## config.mk

```make
export PLATFORM = sky130hd
export DESIGN_NAME = crc16_frame_deframer
export DESIGN_NICKNAME = d
export VERILOG_FILES = /design/src/crcfd_pkg.sv /design/src/crcfd_front.sv /design/src/crcfd_queue.sv /design/src/crcfd_back.sv /design/src/crc16_frame_deframer.sv
export VERILOG_INCLUDE_DIRS = /design/src /design/src/src
export SDC_FILE = /design/constraint.sdc
export NUM_CORES = 1
export LEC_CHECK = 0
export BUFFER_PORTS_ARGS = -buffer_cell sky130_fd_sc_hd__clkbuf_2
export CAP_MARGIN = 0
export CELL_PAD_IN_SITES_DETAIL_PLACEMENT = 2
export CELL_PAD_IN_SITES_GLOBAL_PLACEMENT = 2
export CORE_MARGIN = 2
export CORE_UTILIZATION = 45
export DETAILED_ROUTE_END_ITERATION = 10
export GPL_TIMING_DRIVEN = 0
export MAX_ROUTING_LAYER = met4
export PLACE_DENSITY = 0.87
export SKIP_LAST_GASP = 1
export SYNTH_ARGS = -nofsm -noshare
export SYNTH_HDL_FRONTEND = slang
export SYNTH_HIERARCHICAL = 1
export SYNTH_SLANG_ARGS = --single-unit
```

## constraint.sdc

```tcl
create_clock -name clk -period 22.4 [get_ports clk]
set_input_delay 4.48 -clock clk [delete_from_list [all_inputs] [get_ports clk]]
set_output_delay 4.48 -clock clk [all_outputs]
set_load 0.05 [all_outputs]
```

## src/crc16_frame_deframer_assert.svh

```systemverilog
// assertion helpers for the crc16 frame deframer
`ifndef CRC16_FRAME_DEFRAMER_ASSERT_SVH
`define CRC16_FRAME_DEFRAMER_ASSERT_SVH

// same-cycle implication
`define CRCFD_ASSERT_NOW(label, clk, rst, ante, cons) \
  label: assert property (@(posedge clk) disable iff (rst) (ante) |-> (cons)) \
    else $error("crcfd: same-cycle check failed");

// next-cycle implication
`define CRCFD_ASSERT_NEXT(label, clk, rst, ante, cons) \
  label: assert property (@(posedge clk) disable iff (rst) (ante) |=> (cons)) \
    else $error("crcfd: next-cycle check failed");

`endif

```

## src/crcfd_pkg.sv

```systemverilog
package crcfd_pkg;

  localparam int HDR_LEN = 11;
  localparam int QUEUE_DEPTH = 2;
  localparam int CFG_IDX_W = 8;
  localparam int CFG_DATA_W = 16;
  localparam int OUT_DATA_W = 152;

  // header byte positions
  localparam logic [3:0] HDR_MAGIC    = 4'd0;
  localparam logic [3:0] HDR_VERSION  = 4'd1;
  localparam logic [3:0] HDR_MSG_TYPE = 4'd2;
  localparam logic [3:0] HDR_COMMAND  = 4'd3;
  localparam logic [3:0] HDR_SEQ_HI   = 4'd4;
  localparam logic [3:0] HDR_SEQ_LO   = 4'd5;
  localparam logic [3:0] HDR_FLAGS    = 4'd6;
  localparam logic [3:0] HDR_FRAG_IDX = 4'd7;
  localparam logic [3:0] HDR_FRAG_TOT = 4'd8;
  localparam logic [3:0] HDR_LEN_HI   = 4'd9;

  // configuration register indexes
  localparam logic [CFG_IDX_W-1:0] REG_MAGIC    = 8'd0;
  localparam logic [CFG_IDX_W-1:0] REG_VERSION  = 8'd1;
  localparam logic [CFG_IDX_W-1:0] REG_ENC_MASK = 8'd2;
  localparam logic [CFG_IDX_W-1:0] REG_MIN_LEN  = 8'd3;

  localparam logic [15:0] CRC_INIT = 16'hFFFF;
  localparam logic [15:0] CRC_POLY = 16'h1021;
  localparam logic [15:0] CRC_MSB  = 16'h8000;

  typedef enum logic [1:0] {
    KIND_PAYLOAD = 2'd0,
    KIND_TAG     = 2'd1,
    KIND_SUMMARY = 2'd2
  } kind_t;

  typedef enum logic [1:0] {
    ST_OK      = 2'd0,
    ST_INVALID = 2'd1,
    ST_CRC_BAD = 2'd2
  } status_t;

  typedef struct packed {
    kind_t        kind;
    logic [7:0]   out_byte;
    status_t      status;
    logic [7:0]   message_type;
    logic [7:0]   command_code;
    logic [15:0]  sequence_res;
    logic [7:0]   flag_bits;
    logic [15:0]  body_len;
    logic         encrypted;
    logic [63:0]  security_count;
    logic [15:0]  frame_total;
  } res_t;

  // handshake between queue and its neighbors
  typedef struct packed {
    logic full;
    logic valid;
  } q_stat_t;

  function automatic logic [15:0] crc16_byte(input logic [15:0] crc, input logic [7:0] b);
    logic [15:0] c;
    c = crc ^ {b, 8'h00};
    for (int k = 0; k < 8; k++) begin
      if ((c & CRC_MSB) != 16'h0000) begin
        c = {c[14:0], 1'b0} ^ CRC_POLY;
      end else begin
        c = {c[14:0], 1'b0};
      end
    end
    return c;
  endfunction

endpackage

```

## src/crcfd_front.sv

```systemverilog
module crcfd_front #(
  parameter int COUNTER_BYTES = 8,
  parameter int TAG_BYTES = 8
) (
  input  logic                              clk,
  input  logic                              rst,
  input  logic                              in_valid,
  output logic                              in_ready,
  input  logic [7:0]                        in_byte,
  input  logic                              in_last,
  input  logic                              cfg_valid,
  input  logic [crcfd_pkg::CFG_IDX_W-1:0]   cfg_index,
  input  logic [crcfd_pkg::CFG_DATA_W-1:0]  cfg_data,
  input  crcfd_pkg::q_stat_t                q_stat,
  output logic                              push,
  output crcfd_pkg::res_t                   push_res
);
  import crcfd_pkg::*;

  localparam int CW = 8 * COUNTER_BYTES;

  logic [7:0]  magic_value;
  logic [7:0]  version_value;
  logic [7:0]  encrypted_mask;
  logic [15:0] min_frame_len;

  logic [15:0]   byte_index, byte_index_next;
  logic [15:0]   running_crc, running_crc_next;
  logic          header_bad, header_bad_next;
  logic [7:0]    hdr_message_type, hdr_message_type_next;
  logic [7:0]    hdr_command, hdr_command_next;
  logic [15:0]   hdr_sequence, hdr_sequence_next;
  logic [7:0]    hdr_flags, hdr_flags_next;
  logic [15:0]   hdr_body_len, hdr_body_len_next;
  logic [CW-1:0] counter_value, counter_value_next;
  logic [15:0]   received_crc, received_crc_next;

  logic          accept;
  logic          enc_cur, enc_nxt;
  logic [17:0]   cnt_end, pay_end, crc_off, idx_ext;
  logic [17:0]   cnt_end_n, total_n;
  logic [CW+7:0] counter_shift;
  logic          stream_en;
  kind_t         stream_kind;
  logic          invalid, crc_ok;

  assign in_ready = !q_stat.full;
  assign accept = in_valid && in_ready;
  assign push = accept && (in_last || stream_en);

  always_comb begin
    // layout from the header as it stands before this byte
    enc_cur = (hdr_flags & encrypted_mask) != 8'h00;
    cnt_end = 18'(HDR_LEN) + (enc_cur ? 18'(COUNTER_BYTES) : 18'd0);
    pay_end = cnt_end + {2'b00, hdr_body_len};
    crc_off = pay_end + (enc_cur ? 18'(TAG_BYTES) : 18'd0);
    idx_ext = {2'b00, byte_index};
    counter_shift = {counter_value, in_byte};

    byte_index_next = (byte_index != 16'hFFFF) ? byte_index + 16'd1 : byte_index;
    running_crc_next = running_crc;
    header_bad_next = header_bad;
    hdr_message_type_next = hdr_message_type;
    hdr_command_next = hdr_command;
    hdr_sequence_next = hdr_sequence;
    hdr_flags_next = hdr_flags;
    hdr_body_len_next = hdr_body_len;
    counter_value_next = counter_value;
    received_crc_next = received_crc;
    stream_en = 1'b0;
    stream_kind = KIND_PAYLOAD;

    if (idx_ext < 18'(HDR_LEN)) begin
      running_crc_next = crc16_byte(running_crc, in_byte);
      case (byte_index[3:0])
        HDR_MAGIC:    header_bad_next = header_bad || (in_byte != magic_value);
        HDR_VERSION:  header_bad_next = header_bad || (in_byte != version_value);
        HDR_MSG_TYPE: hdr_message_type_next = in_byte;
        HDR_COMMAND:  hdr_command_next = in_byte;
        HDR_SEQ_HI:   hdr_sequence_next = {in_byte, 8'h00};
        HDR_SEQ_LO:   hdr_sequence_next = {hdr_sequence[15:8], in_byte};
        HDR_FLAGS:    hdr_flags_next = in_byte;
        HDR_FRAG_IDX: header_bad_next = header_bad || (in_byte != 8'd0);
        HDR_FRAG_TOT: header_bad_next = header_bad || (in_byte != 8'd1);
        HDR_LEN_HI:   hdr_body_len_next = {in_byte, 8'h00};
        default:      hdr_body_len_next = {hdr_body_len[15:8], in_byte};
      endcase
    end else if (idx_ext < crc_off) begin
      running_crc_next = crc16_byte(running_crc, in_byte);
      if (idx_ext < cnt_end) begin
        counter_value_next = counter_shift[CW-1:0];
      end else if (idx_ext < pay_end) begin
        stream_en = 1'b1;
        stream_kind = KIND_PAYLOAD;
      end else begin
        stream_en = 1'b1;
        stream_kind = KIND_TAG;
      end
    end else if (idx_ext < crc_off + 18'd2) begin
      received_crc_next = {received_crc[7:0], in_byte};
    end

    // summary view uses the state after this byte
    enc_nxt = (hdr_flags_next & encrypted_mask) != 8'h00;
    cnt_end_n = 18'(HDR_LEN) + (enc_nxt ? 18'(COUNTER_BYTES) : 18'd0);
    total_n = cnt_end_n + {2'b00, hdr_body_len_next} + (enc_nxt ? 18'(TAG_BYTES) : 18'd0)
              + 18'd2;
    invalid = (byte_index_next < min_frame_len) || (byte_index_next < 16'(HDR_LEN))
              || header_bad_next || ({2'b00, byte_index_next} < total_n);
    crc_ok = received_crc_next == running_crc_next;

    push_res = '0;
    if (in_last) begin
      push_res.kind = KIND_SUMMARY;
      if (invalid) begin
        push_res.status = ST_INVALID;
      end else begin
        push_res.status = crc_ok ? ST_OK : ST_CRC_BAD;
        push_res.message_type = hdr_message_type_next;
        push_res.command_code = hdr_command_next;
        push_res.sequence_res = hdr_sequence_next;
        push_res.flag_bits = hdr_flags_next;
        push_res.body_len = hdr_body_len_next;
        push_res.encrypted = enc_nxt;
        push_res.security_count = enc_nxt ? 64'(counter_value_next) : 64'd0;
        push_res.frame_total = crc_ok ? total_n[15:0] : 16'd0;
      end
    end else begin
      push_res.kind = stream_kind;
      push_res.out_byte = in_byte;
    end
  end

  always_ff @(posedge clk) begin
    if (rst) begin
      magic_value <= 8'd0;
      version_value <= 8'd0;
      encrypted_mask <= 8'd1;
      min_frame_len <= 16'd13;
    end else if (cfg_valid) begin
      case (cfg_index)
        REG_MAGIC:    magic_value <= cfg_data[7:0];
        REG_VERSION:  version_value <= cfg_data[7:0];
        REG_ENC_MASK: encrypted_mask <= cfg_data[7:0];
        REG_MIN_LEN:  min_frame_len <= cfg_data;
        default: ;
      endcase
    end
  end

  always_ff @(posedge clk) begin
    if (rst || (accept && in_last)) begin
      byte_index <= 16'd0;
      running_crc <= CRC_INIT;
      header_bad <= 1'b0;
      hdr_message_type <= 8'd0;
      hdr_command <= 8'd0;
      hdr_sequence <= 16'd0;
      hdr_flags <= 8'd0;
      hdr_body_len <= 16'd0;
      counter_value <= '0;
      received_crc <= 16'd0;
    end else if (accept) begin
      byte_index <= byte_index_next;
      running_crc <= running_crc_next;
      header_bad <= header_bad_next;
      hdr_message_type <= hdr_message_type_next;
      hdr_command <= hdr_command_next;
      hdr_sequence <= hdr_sequence_next;
      hdr_flags <= hdr_flags_next;
      hdr_body_len <= hdr_body_len_next;
      counter_value <= counter_value_next;
      received_crc <= received_crc_next;
    end
  end

endmodule

```

## src/crcfd_queue.sv

```systemverilog
module crcfd_queue (
  input  logic                clk,
  input  logic                rst,
  input  logic                push,
  input  crcfd_pkg::res_t     push_res,
  input  logic                pop,
  output crcfd_pkg::res_t     head_res,
  output crcfd_pkg::q_stat_t  q_stat
);
  import crcfd_pkg::*;

  localparam int PW = $clog2(QUEUE_DEPTH);
  localparam int CNTW = $clog2(QUEUE_DEPTH + 1);

  res_t            entries [QUEUE_DEPTH];
  logic [PW-1:0]   wr_ptr;
  logic [PW-1:0]   rd_ptr;
  logic [CNTW-1:0] q_count;
  logic            do_push, do_pop;

  assign q_stat.full = q_count == CNTW'(QUEUE_DEPTH);
  assign q_stat.valid = q_count != '0;
  assign head_res = entries[rd_ptr];
  assign do_push = push && !q_stat.full;
  assign do_pop = pop && q_stat.valid;

  always_ff @(posedge clk) begin
    if (do_push) begin
      entries[wr_ptr] <= push_res;
    end
  end

  always_ff @(posedge clk) begin
    if (rst) begin
      wr_ptr <= '0;
      rd_ptr <= '0;
      q_count <= '0;
    end else begin
      if (do_push) begin
        wr_ptr <= (wr_ptr == PW'(QUEUE_DEPTH - 1)) ? '0 : wr_ptr + PW'(1);
      end
      if (do_pop) begin
        rd_ptr <= (rd_ptr == PW'(QUEUE_DEPTH - 1)) ? '0 : rd_ptr + PW'(1);
      end
      if (do_push && !do_pop) begin
        q_count <= q_count + CNTW'(1);
      end else if (do_pop && !do_push) begin
        q_count <= q_count - CNTW'(1);
      end
    end
  end

  `include "crc16_frame_deframer_assert.svh"

  // the parser must hold off while the queue is full
  `CRCFD_ASSERT_NOW(a_no_push_full, clk, rst, push, !q_stat.full)
  `CRCFD_ASSERT_NOW(a_no_pop_empty, clk, rst, pop, q_stat.valid)
  `CRCFD_ASSERT_NEXT(a_count_up, clk, rst, do_push && !do_pop, q_count == $past(q_count) + CNTW'(1))
  `CRCFD_ASSERT_NEXT(a_count_down, clk, rst, do_pop && !do_push, q_count == $past(q_count) - CNTW'(1))

endmodule

```

## src/crcfd_back.sv

```systemverilog
module crcfd_back (
  input  logic                               clk,
  input  logic                               rst,
  input  crcfd_pkg::q_stat_t                 q_stat,
  input  crcfd_pkg::res_t                    head_res,
  output logic                               pop,
  output logic                               out_valid,
  input  logic                               out_ready,
  output logic [crcfd_pkg::OUT_DATA_W-1:0]   out_data,
  output logic [1:0]                         out_user
);
  import crcfd_pkg::*;

  res_t out_res;

  assign pop = q_stat.valid && (!out_valid || out_ready);

  always_ff @(posedge clk) begin
    if (rst) begin
      out_valid <= 1'b0;
    end else if (pop) begin
      out_valid <= 1'b1;
    end else if (out_ready) begin
      out_valid <= 1'b0;
    end
  end

  always_ff @(posedge clk) begin
    if (pop) begin
      out_res <= head_res;
    end
  end

  assign out_data = {5'b00000, out_res.frame_total, out_res.security_count,
                     out_res.encrypted, out_res.body_len, out_res.flag_bits,
                     out_res.sequence_res, out_res.command_code, out_res.message_type,
                     out_res.status, out_res.out_byte};
  assign out_user = out_res.kind;

endmodule

```

## src/crc16_frame_deframer.sv

```systemverilog
// crc16 frame deframer
// s_axis carries the received frame one byte per transaction, tlast on the
// final byte. m_axis gives one result per payload or tag byte and one frame
// summary when the tlast byte is taken; header, counter and crc bytes give
// no result. tuser says what the result is: payload byte, tag byte or summary.
// cfg writes one of magic, version, encrypted mask or minimum length; write it
// only while no frame is in flight. cfg_ready is always high.
// throughput: one byte per cycle while the queue is not full, bounded by the
// crc byte update and field capture in the parser. a result passes through
// the queue entry and then the output register before it is valid on m_axis.
// a two-entry queue and the output register sit between parser and output;
// when m_axis stalls, s_axis keeps taking bytes until the queue fills, then
// s_axis_tready drops until the receiver takes a result.
// reset clears all frame state and loads the register defaults; no results
// are pending after reset. stream bytes are sent even for frames that end
// invalid; the receiver drops them on a bad summary status.
module crc16_frame_deframer #(
  parameter int COUNTER_BYTES = 8,
  parameter int TAG_BYTES = 8
) (
  input  logic                              clk,
  input  logic                              rst,
  input  logic                              s_axis_tvalid,
  output logic                              s_axis_tready,
  input  logic [7:0]                        s_axis_tdata,   // data_byte
  input  logic                              s_axis_tlast,   // last_byte
  output logic                              m_axis_tvalid,
  input  logic                              m_axis_tready,
  // out_byte, status, message_type, command_code, sequence_res, flag_bits,
  // body_len, encrypted, security_count, frame_total, zero fill
  output logic [crcfd_pkg::OUT_DATA_W-1:0]  m_axis_tdata,
  output logic [1:0]                        m_axis_tuser,   // kind
  input  logic                              cfg_valid,
  output logic                              cfg_ready,
  input  logic [crcfd_pkg::CFG_IDX_W-1:0]   cfg_index,
  input  logic [crcfd_pkg::CFG_DATA_W-1:0]  cfg_data
);
  import crcfd_pkg::*;

  q_stat_t q_stat;
  logic    push;
  res_t    push_res;
  logic    pop;
  res_t    head_res;

  assign cfg_ready = 1'b1;

  crcfd_front #(
    .COUNTER_BYTES(COUNTER_BYTES),
    .TAG_BYTES(TAG_BYTES)
  ) u_front (
    .clk(clk),
    .rst(rst),
    .in_valid(s_axis_tvalid),
    .in_ready(s_axis_tready),
    .in_byte(s_axis_tdata),
    .in_last(s_axis_tlast),
    .cfg_valid(cfg_valid && cfg_ready),
    .cfg_index(cfg_index),
    .cfg_data(cfg_data),
    .q_stat(q_stat),
    .push(push),
    .push_res(push_res)
  );

  crcfd_queue u_queue (
    .clk(clk),
    .rst(rst),
    .push(push),
    .push_res(push_res),
    .pop(pop),
    .head_res(head_res),
    .q_stat(q_stat)
  );

  crcfd_back u_back (
    .clk(clk),
    .rst(rst),
    .q_stat(q_stat),
    .head_res(head_res),
    .pop(pop),
    .out_valid(m_axis_tvalid),
    .out_ready(m_axis_tready),
    .out_data(m_axis_tdata),
    .out_user(m_axis_tuser)
  );

endmodule

```

### Word level (Yosys, flattened, before mapping)

Memories as Yosys holds them, arrays and structs flattened. A register that Yosys moved wholly into a read port is not among the register bits.
Index checks and enable logic that the tools add are counted.

| word-level totals | value |
|---|---|
| word-level logic and storage cells | 193 |
| bits of input ports | 38 |
| memories | 1 |
| flip-flop bits (word level) | 214 |
| output and inout port bits | 157 |
| bits in writable memories | 298 |

Memories:

| memory | words | bits a word | rd ports | clocked after memory_dff | wr ports | line | RTL |
|---|---|---|---|---|---|---|---|
| u_queue.entries | 2 | 149 | 1 | 1 | 1 | crcfd_queue.sv:15 | `res_t entries [QUEUE_DEPTH];` |

| cells by class | value |
|---|---|
| $lt $le $gt $ge | 8 |
| mux-type cells | 82 |
| bitwise operators | 18 |
| equal/unequal tests | 18 |
| add/sub/neg operators | 13 |
| reductions and logical operators | 35 |

Operators with widths:

| operator | count |
|---|---|
| $mux W16 | 30 |
| $mux W64 | 4 |
| $mux W13 | 15 |
| $mux W139 | 1 |
| $mux W137 | 1 |
| $lt A16 B18 Y1 | 5 |
| $pmux W16 S2 | 2 |
| $mux W8 | 7 |
| $not A3 Y3 | 15 |
| $add A18 B16 Y18 | 2 |
| $add A18 B18 Y18 | 2 |
| $add A18 B2 Y18 const B | 2 |
| $add A4 B18 Y18 const A | 2 |
| $lt A16 B4 Y1 const B | 2 |
| $reduce_bool A8 Y1 | 3 |
| $add A16 B1 Y16 const B | 1 |
| $and A8 B8 Y8 | 2 |
| $eq A16 B16 Y1 | 1 |
| $eq A4 B3 Y1 const B | 4 |
| $eq A8 B2 Y1 const B | 2 |
| $lt A16 B16 Y1 | 1 |
| $mux W2 | 8 |
| $ne A16 B16 Y1 const B | 1 |
| $ne A8 B8 Y1 | 2 |
| other kinds (21) | 59 |

### Longest topological paths before layout

Gate-level depths: netlist of the first run.

| depth | value |
|---|---|
| word-level depth | 41 |
| mapped depth | 30 |
| gate-level depth less buffers | 28 |

### Modules after synthesis

The synthesis of the first run kept the hierarchy.

Modules (own cells, without submodules):

| module | cells an instance | area an instance (um2) | times used | seq. area each (um2) |
|---|---|---|---|---|
| crcfd_front | 2,045 | 14,795.4 | 1 | 4,184.0 |
| crcfd_queue | 489 | 11,395.9 | 1 | 9,048.7 |
| crcfd_back | 160 | 4,570.6 | 1 | 4,494.3 |
| crc16_frame_deframer | 2 | 11.3 | 1 | 0.0 |

### Least setup slack after synthesis of the first run

No wires, ideal clock.

| timing | value |
|---|---|
| kind | input -> register |
| start | input s_axis_tlast |
| end | memory u_queue/entries[1][0] (netlist bit) (enable) |
| setup time | 527 ps |
| arrival time | 8,733 ps |
| data required time | 21,873 ps |
| path slack | 13,140 ps |
| stages | 7 |
| buffers on the path | 2 |
| cells stage by stage | clkbuf_1 clkbuf_1 nor2_1 nor2_1 inv_1 nor2_1 and2_1 |

| between the ends | value |
|---|---|
| cells in the longest elaborated chain, start to end | 5 |

Ends and longest elaborated chain:

| item | line | RTL |
|---|---|---|
| start: declaration | crc16_frame_deframer.sv:26 | `input logic s_axis_tlast,` |
| $logic_or A1 B1 Y1 | crcfd_front.sv:49 | `assign push = accept && (in_last \|\| stream_en);` |
| $logic_and A1 B1 Y1 | crcfd_front.sv:49 |  |
| via push | crc16_frame_deframer.sv:41 | `logic push;` |
| $logic_and A1 B1 Y1 | crcfd_queue.sv:24 | `assign do_push = push && !q_stat.full;` |
| via u_queue.do_push | crcfd_queue.sv:19 | `logic do_push, do_pop;` |
| $mux W1 | crcfd_queue.sv:28 | `if (do_push) begin` |
| $mux W1 (implied by the code) | crcfd_queue.sv:29 | `entries[wr_ptr] <= push_res;` |
| end: declaration | crcfd_queue.sv:15 |  |

The timed path passes the listed nets, and every way through them passes these cells.

==> results of run 1 <==
[through the flow]
step | setup slack (ns) | total power [W] | utilization | hold WS, ns | instances
finish | 10.53 | 0.004511 | 0.5247 | 0.5038 | 3906
global route | 10.42 | 0.004611 | 0.5246 | 0.5240 | 3904
CTS | 11.29 | 0.004490 | 0.5242 | 0.4906 | 3894
detailed placement | 11.29 | 0.003178 | 0.4887 | 0.4607 | 3760
global placement | 9.712 | 0.003068 | 0.4866 | 0.4429 | 3755
floorplan | 13.14 | 0.002730 | - | 0.4287 | 2700
[critical path: stages]
cell and delay, ns:
clkbuf_1 0.32, clkbuf_1 0.50, mux2i_1 0.54, o22ai_1 0.16
a221oi_1 0.46, nand4_1 0.47, ha_1 0.47, inv_1 0.10
a31oi_1 0.23, o21ai_0 0.23, or4b_2 0.82, nor2_1 0.24
xor2_1 0.38, ha_1 0.23, a21o_1 0.14, a31oi_1 0.06
o21ai_0 0.52, nand3_2 0.46, buf_2 0.37, nor3_1 0.91
[state kept, by name, indices dropped and copies added (netlist names), 2 cells and up, named ones only]
register	count
u_queue/entries	298
u_back/out_data	147
u_front/counter_value	64
u_front/byte_index	16
u_front/hdr_body_len	16
u_front/hdr_sequence	16
u_front/min_frame_len	16
u_front/received_crc	16
u_front/running_crc	16
u_front/encrypted_mask	8
u_front/hdr_command	8
u_front/hdr_flags	8
u_front/hdr_message_type	8
u_front/magic_value	8
u_front/version_value	8
u_back/out_user	2
u_queue/q_count	2
[metal layers]
metal	wire length, um	vias to the layer above	track usage
li1	-	10230	-
met1	50290	12880	0.4463
met2	66490	1636	0.6597
met3	10520	618	0.07693
met4	10080	0	0.2307
met5	0	-	-
[worst min path at each step]
stage                                    startpoint                         to  slack [ns]  cells past startpoint
after floorplan            u_front/min_frame_len[0]   u_front/min_frame_len[0]        0.43                      1
after global routing       u_front/min_frame_len[3]   u_front/min_frame_len[3]        0.52                      1
after CTS                  u_front/min_frame_len[3]   u_front/min_frame_len[3]        0.49                      1
after detailed placement   u_front/min_frame_len[3]   u_front/min_frame_len[3]        0.46                      1
after global placement    u_front/counter_value[57]  u_front/counter_value[57]        0.44                      2
final                      u_front/min_frame_len[3]   u_front/min_frame_len[3]        0.50                      1
[cells by family after synthesis]
logic type | Yosys count | share of synthesized area
mux | 215 | 0.08843
fa+ha+maj | 87 | 0.03537
other cells | 2 | 0.0002440
simple gates | 862 | 0.1263
flops | 662 | 0.5761
buf+inv | 245 | 0.03602
compound gates | 500 | 0.1021
xor+xnor | 123 | 0.03550
[synthesized netlist by cell type, drive strengths merged, types with 3 or more instances]
library cell / number
edfxtp: 447
nand2: 369
nor2: 247
a21oi: 235
dfxtp: 215
mux2: 152
clkbuf: 109
ha: 87
xnor2: 76
inv: 71
buf: 64
mux2i: 63
nand3: 57
o21ai: 56
a22oi: 48
xor2: 47
nor3: 40
a21o: 34
nor2b: 26
a211oi: 25
and3: 21
nand4: 19
o211ai: 19
or4: 18
nor4: 15
nand2b: 12
a31oi: 11
and2: 11
o2111ai: 8
o21a: 8
o22ai: 7
or3: 7
a211o: 6
a221oi: 6
o31ai: 4
or2: 4
a21boi: 3
a32oi: 3
nand3b: 3
nor4b: 3
o221ai: 3
o311ai: 3
or4b: 3
[power breakdown]
group          switching [W]  internal [W]
clock               0.000562      0.000705
sequential          0.000139       0.00159
combinational        0.00112      0.000390
[cell type report]
type                    count  share of cell area
repair buffers            187             0.02965
diodes                     12           0.0008492
clock buffers             103             0.05803
well taps                 873             0.03089
plain buffers             173             0.02371
clock inverters            31            0.009660
multi-input cells        1793              0.3381
inverters                  72            0.007785
flip-flops and latches    662              0.5013
[layout by cell type, fill, tap and decap left out, types with 14 or more instances in the layout]
| cell type | count |
|---|---|
| edfxtp_1 | 447 |
| nand2_1 | 369 |
| nor2_1 | 245 |
| a21oi_1 | 233 |
| dfxtp_1 | 215 |
| clkbuf_2 | 183 |
| clkbuf_1 | 129 |
| mux2_4 | 101 |
| ha_1 | 87 |
| clkbuf_16 | 75 |
| xnor2_1 | 75 |
| inv_1 | 69 |
| mux2i_1 | 63 |
| nand3_1 | 56 |
| o21ai_0 | 54 |
| mux2_2 | 51 |
| a22oi_1 | 48 |
| xor2_1 | 46 |
| a21o_1 | 34 |
| nor3_1 | 31 |
| nor2b_1 | 26 |
| buf_2 | 24 |
| a211oi_1 | 24 |
| and3_1 | 20 |
| nand4_1 | 19 |
| o211ai_1 | 18 |
| or4_1 | 16 |
| buf_6 | 15 |
| nor4_1 | 14 |
==> metrics.yaml, run 1 <==
drt-wirelength-per-cell_um: 35.17
cts_resized: 0
synth_largest_area_cell: "edfxtp_1"
yosysUniqueCellTypes: 96
fin_area_sq_mm: 0.03536
cts_sinks: 662
min_period_ns: 11.87
endpoint: "u_queue/entries[0][4]"
dpl_cell_area_sq_mm: 0.03294
clock_tree.buffer_depth: 3
io_pins: 195
ir_worst_vdd_mv: 0.1734
worst-setup-path-type: "input port to flip-flop"
postCtsHoldBufs: 0
vias: 25370
drv_cap: 0
fp.dieArea_sq_mm: 0.07049
setup_viol: 0
path_clk_slew_ns: 0.06
tightest_slew_ns: 1.418
cp-end-kind: "flip-flop"
period_share: 0.5297
cp-startpoint: "s_axis_tdata[7]"
routed_wl_um: 137400
row_count: 95
clock.fmax_ghz: 0.08428
cp_max_fo: 10
synthesis.area_sq_mm: 0.03077
grt_pass1_vias: 27400
tns_ns: 0
crit_arrival_ns: 12.13
htreeDepth: 3
critPathRequiredTime_ns: 22.67
fillers: 6470
layout-drive-gt1-share: 0.1791
cts_tree: "done"
hp-class: "flip-flop to flip-flop"
track_usage: 0.3966
leakage_nw: 12.97
yosys_warnings: 6
async_flop_share: 0
core_area_sq_mm: 0.06740
multiInputGateArea_sq_mm: 0.01196
place_congestion: 0.9358
synth_seq_cells: 662
netlist_instances: 2696
overflow: 0
post_cts.repair.setup_buffers: 0
power_density_mw_per_mm2: 127.6
r2r-end: "u_queue/entries[0][4]"
outcome: "complete, no violations"
max_slew_margin: 0.04462
grt_max_degree: 80
start_util: 0.4566
yosysSeqAreaShare: 0.5761
vias_per_cell: 6.495
nNetsFinal: 3087
die_x_um: 265.5
port_buffers: 182
worst_setup_path_start_kind: "input port"
clk_latency_ns: 0.65
yosys-top-cells-area: "edfxtp_1 44%, dfxtp_1 14%, mux2_4 4.9%, nand2_1 4.5%, a21oi_1 3.8%"
synth_top_area_frac: 0.4362
r2r_cells: 23
rr_startpoint: "u_front/byte_index[10]"
avgSynthCellArea_sq_um: 11.41
grt_pass1_wl_um: 198400
rsz0062_at_grt: "no"
drtIter0Drc: 2773
cts_buffers: 73
fin_worst_skew_ns: 0.03614
r2r_slack_ns: 11.67
area_growth_pct: 14.91
ant_nets: 0
synth_edf_count: 447
hold_violations: 0
ys.flop_type: "edfxtp_1"
maxSlewViolCount: 0
drc_errors: 0
antenna_found_initial: 8
first_pass_iters: 5
root_buffer: "clkbuf_16"
die_h_um: 265.5
dp_hpwl_um: 84120
seq_area_sq_mm: 0.01773
(Power assumes the default switching activity.)
==> run 2: changes to the inputs <==
--- a/config.mk
+++ b/config.mk
@@ -6,16 +6,17 @@
 export SDC_FILE = /design/constraint.sdc
 export NUM_CORES = 1
 export LEC_CHECK = 0
+export ABC_AREA = 1
 export BUFFER_PORTS_ARGS = -buffer_cell sky130_fd_sc_hd__clkbuf_2
 export CAP_MARGIN = 0
 export CELL_PAD_IN_SITES_DETAIL_PLACEMENT = 2
 export CELL_PAD_IN_SITES_GLOBAL_PLACEMENT = 2
 export CORE_MARGIN = 2
-export CORE_UTILIZATION = 45
+export CORE_UTILIZATION = 40
 export DETAILED_ROUTE_END_ITERATION = 10
 export GPL_TIMING_DRIVEN = 0
 export MAX_ROUTING_LAYER = met4
-export PLACE_DENSITY = 0.87
+export PLACE_DENSITY = 0.81
 export SKIP_LAST_GASP = 1
 export SYNTH_ARGS = -nofsm -noshare
 export SYNTH_HDL_FRONTEND = slang
==> constraint.sdc (replaced) <==
create_clock -name clk -period 11.35 [get_ports clk]
set_input_delay 2.27 -clock clk [delete_from_list [all_inputs] [get_ports clk]]
set_output_delay 2.27 -clock clk [all_outputs]
set_load 0.05 [all_outputs]
==> run 2 against run 1 <==
Against the previous run:
- via count increased by 2.2%
- design area is 3.3% higher
- critical endpoint is now u_queue/entries[1][34]
- clock-buffer cell count increased by 2
- critical path depth rose by 8
- power is 150% higher
- global-route usage fell by 6.3 points
- final cell count grew 16%
- highest routed layer unchanged
- clock power is 100% higher
==> metrics.yaml, run 2 <==
synth.most_common_cell: "inv_1"
path_clk_slew_ns: 0.06  # about the same
clock_tree.buffer_depth: 3  # unchanged
grt_use_met3: 0.05530  # -0.02163
outcome: "complete, no violations"
die_h_um: 284.6  # +7.2%
antenna_found_initial: 11  # +3
synth_commonest_cells: "463 x inv_1, 447 x edfxtp_1, 434 x nand2_1"
r2r-end: "u_queue/entries[1][34]"
timing.hold.ws_ns: 0.4725  # -0.03138 ns
layout_common_cells: "463 x inv_1, 447 x edfxtp_1, 434 x nand2_1"
hold_violations: 0  # unchanged
post-route-util: 0.4700  # -0.05470
r2r_cells: 33  # +43%
dpl_cell_area_sq_mm: 0.03402  # +3.3%
layout-drive-gt1-share: 0.1678  # -0.01127
clk_latency_ns: 0.66  # about the same
grt.met1_usage: 0.3661  # -0.08022
regMostFlops: "u_queue/entries"
crit_arrival_ns: 9.42  # -2.71 ns
drt-wirelength-per-cell_um: 29.33  # -17%
grt_pass1_vias: 28940  # +5.6%
overflow: 0  # unchanged
yosysSeqAreaShare: 0.5629  # -0.01314
routed_wl_um: 133100  # -3.1%
post_cts.repair.setup_buffers: 0  # unchanged
cp_max_fo: 10  # unchanged
setup_viol: 0  # unchanged
place_congestion: 0.8796  # -6.0%
root_buffer: "clkbuf_16"
synth_edf_count: 447  # unchanged
critPathRequiredTime_ns: 11.77  # -10.90 ns
largest_register_ff_count: 298  # unchanged
drtIter0Drc: 2206  # -20%
cts_tree: "done"
fin_worst_skew_ns: 0.04609  # +0.009950 ns
vias_per_cell: 5.710  # -12%
cp_common_cell: "inv_1"
critPathSlowestCell: "inv_1"
nNetsFinal: 3555  # +15%
yosys-top-cells-area: "edfxtp_1 43%, dfxtp_1 14%, inv_1 5.5%, nand2_1 5.2%, o21ai_0 5.0%"
vias: 25920  # +2.2%
first_pass_iters: 5  # unchanged
start_util: 0.4052  # -0.05142
track_usage: 0.3335  # -0.06308
leakage_nw: 15.02  # +16%
fin_area_sq_mm: 0.03653  # +3.3%
synthesis.area_sq_mm: 0.03149  # +2.3%
worst_setup_path_start_kind: "input port"
rr_startpoint: "u_front/byte_index[0]"
cts_resized: 0  # unchanged
worst-setup-path-type: "input port to flip-flop"
drv_cap: 0  # unchanged
whs_path_depth: 2  # +1
row_count: 102  # +7.4%
min_period_ns: 8.994
fp.dieArea_sq_mm: 0.08099  # +15%
cts_buffers: 74  # +1.4%
cts_sinks: 662  # unchanged
yosysUniqueCellTypes: 57  # -41%
core_area_sq_mm: 0.07772  # +15%
port_buffers: 181  # -0.55%
top_usage_layer: "met2"
die_x_um: 284.6  # +7.2%
cp_top_family: "simple AND/OR/NAND/NOR gates"
rsz0062_at_grt: "no"
power_density_mw_per_mm2: 306.9  # +140%
finalNonFillerCells: 4539  # +16%
final_common_cell: "inv_1"
ys.flop_type: "edfxtp_1"
htreeDepth: 3  # unchanged
r2r_slack_ns: 2.74  # -8.93 ns
dp_cells: 4394  # +17%
max_slew_margin: 0.07429  # +0.02967
drc_errors: 0  # unchanged
tightest_slew_ns: 1.378  # -0.04012 ns
dp_hpwl_um: 89190  # +6.0%
hp-class: "flip-flop to flip-flop"
async_flop_share: 0  # unchanged
min_to: "u_front/magic_value[7]"
postCtsHoldBufs: 0  # unchanged
ant_nets: 0  # unchanged
avgSynthCellArea_sq_um: 9.981  # -13%
synth_top_area_frac: 0.4262  # -0.009948
synth_largest_area_cell: "edfxtp_1"
met2_usage: 0.5724  # -0.08724
area_growth_pct: 15.99
ir_worst_vdd_mv: 0.1389  # -20%
netlist_instances: 3155  # +17%
cp-end-kind: "flip-flop"
period_share: 0.7925
clock.fmax_ghz: 0.1112
hp-start: "u_front/magic_value[7]"
synth_seq_cells: 662  # unchanged
crit_buf_inv: 8  # +4
yosys_warnings: 6  # unchanged
grt_pass1_wl_um: 195300  # -1.6%
critPathMaxStageDelay_ns: 0.83  # -0.08 ns
io_pins: 195  # unchanged
maxSlewViolCount: 0  # unchanged
grt_max_degree: 35  # -56%
run 2: changes by cell type in the layout (fill, tap and decap cells not counted), sizes merged, moves of 26 or more:
cell   change
nand2     +96
mux2i     -63
nor2      +32
a22oi     -40
nor2b     -26
xnor2     -57
a21o      -32
o21ai    +270
inv      +399
nand3     +65
run 2: kinds of logic (layout without fill, tap and decap cells):
family | count (synthesis) | count (layout) | synth area share
adder cells (fa/ha/maj) | 87 | 87 | 0.03457
multiplexers | 149 | 149 | 0.06532
AO/OA/AOI/OAI | 616 | 616 | 0.1045
other | 2 | 13 | 0.0002385
buffers and inverters | 621 | 954 | 0.08308
XOR/XNOR | 67 | 67 | 0.01863
AND/OR/NAND/NOR | 951 | 951 | 0.1308
flip-flops | 662 | 662 | 0.5629
run 2: worst max path at each step:
stage,start,endpoint,slack (ns),cells past startpoint
2_1_floorplan,u_front/hdr_flags[2],u_queue/entries[0][0],0.61,28
3_3_place_gp,u_front/hdr_flags[2],u_queue/entries[0][22],-4.40,31
3_5_place_dp,s_axis_tdata[1],u_queue/entries[0][79],2.44,28
4_1_cts,s_axis_tdata[1],u_queue/entries[0][33],2.70,28
5_1_grt,s_axis_tdata[3],u_queue/entries[0][33],2.47,30
6_report,s_axis_tdata[1],u_queue/entries[1][34],2.36,28
run 2: power breakdown:
group | total [W] | switching, W | leakage, nW | internal [W]
combinational | 0.00474 | 0.00345 | 7.78 | 0.00128
sequential | 0.00390 | 0.000397 | 6.04 | 0.00350
clock | 0.00257 | 0.00113 | 1.20 | 0.00144
total | 0.0112 | 0.00498 | 15.0 | 0.00623
run 2: tightest hold or removal path, cell delays in order, from the launching register on:
cell,delay (ns)
dfxtp_1,0.29
inv_1,0.07
a21oi_1,0.06
run 2: stage by stage:
| stage | total power [W] | setup slack (ns) | setup TNS (ns) |
|---|---|---|---|
| finish | 0.01121 | 2.356 | 0 |
| global placement | 0.008119 | -4.403 | -1477.27 |
| detailed placement | 0.008425 | 2.439 | 0 |
| floorplan | 0.006986 | 0.6145 | 0 |
| global route | 0.01159 | 2.468 | 0 |
| CTS | 0.01120 | 2.698 | 0 |
run 2: layout make-up:
type | count | area (sq um)
timing repair buffer | 195 | 1186
clock buffer | 105 | 2061
inverter | 475 | 1785
antenna | 7 | 17.52
clock inverter | 33 | 427.9
multi-input combinational | 1876 | 11190
sequential | 662 | 17730
fill | 7994 | 41200
tap | 1040 | 1301
buffer | 146 | 830.8
run 2: per-layer routing:
| metal | up-vias | part of all wire | routed length (um) |
|---|---|---|---|
| li1 | 11180 | - | - |
| met1 | 13260 | 0.38 | 50260 |
| met2 | 1077 | 0.50 | 67140 |
| met3 | 405 | 0.057 | 7607 |
| met4 | 0 | 0.061 | 8140 |
| met5 | - | 0 | 0 |
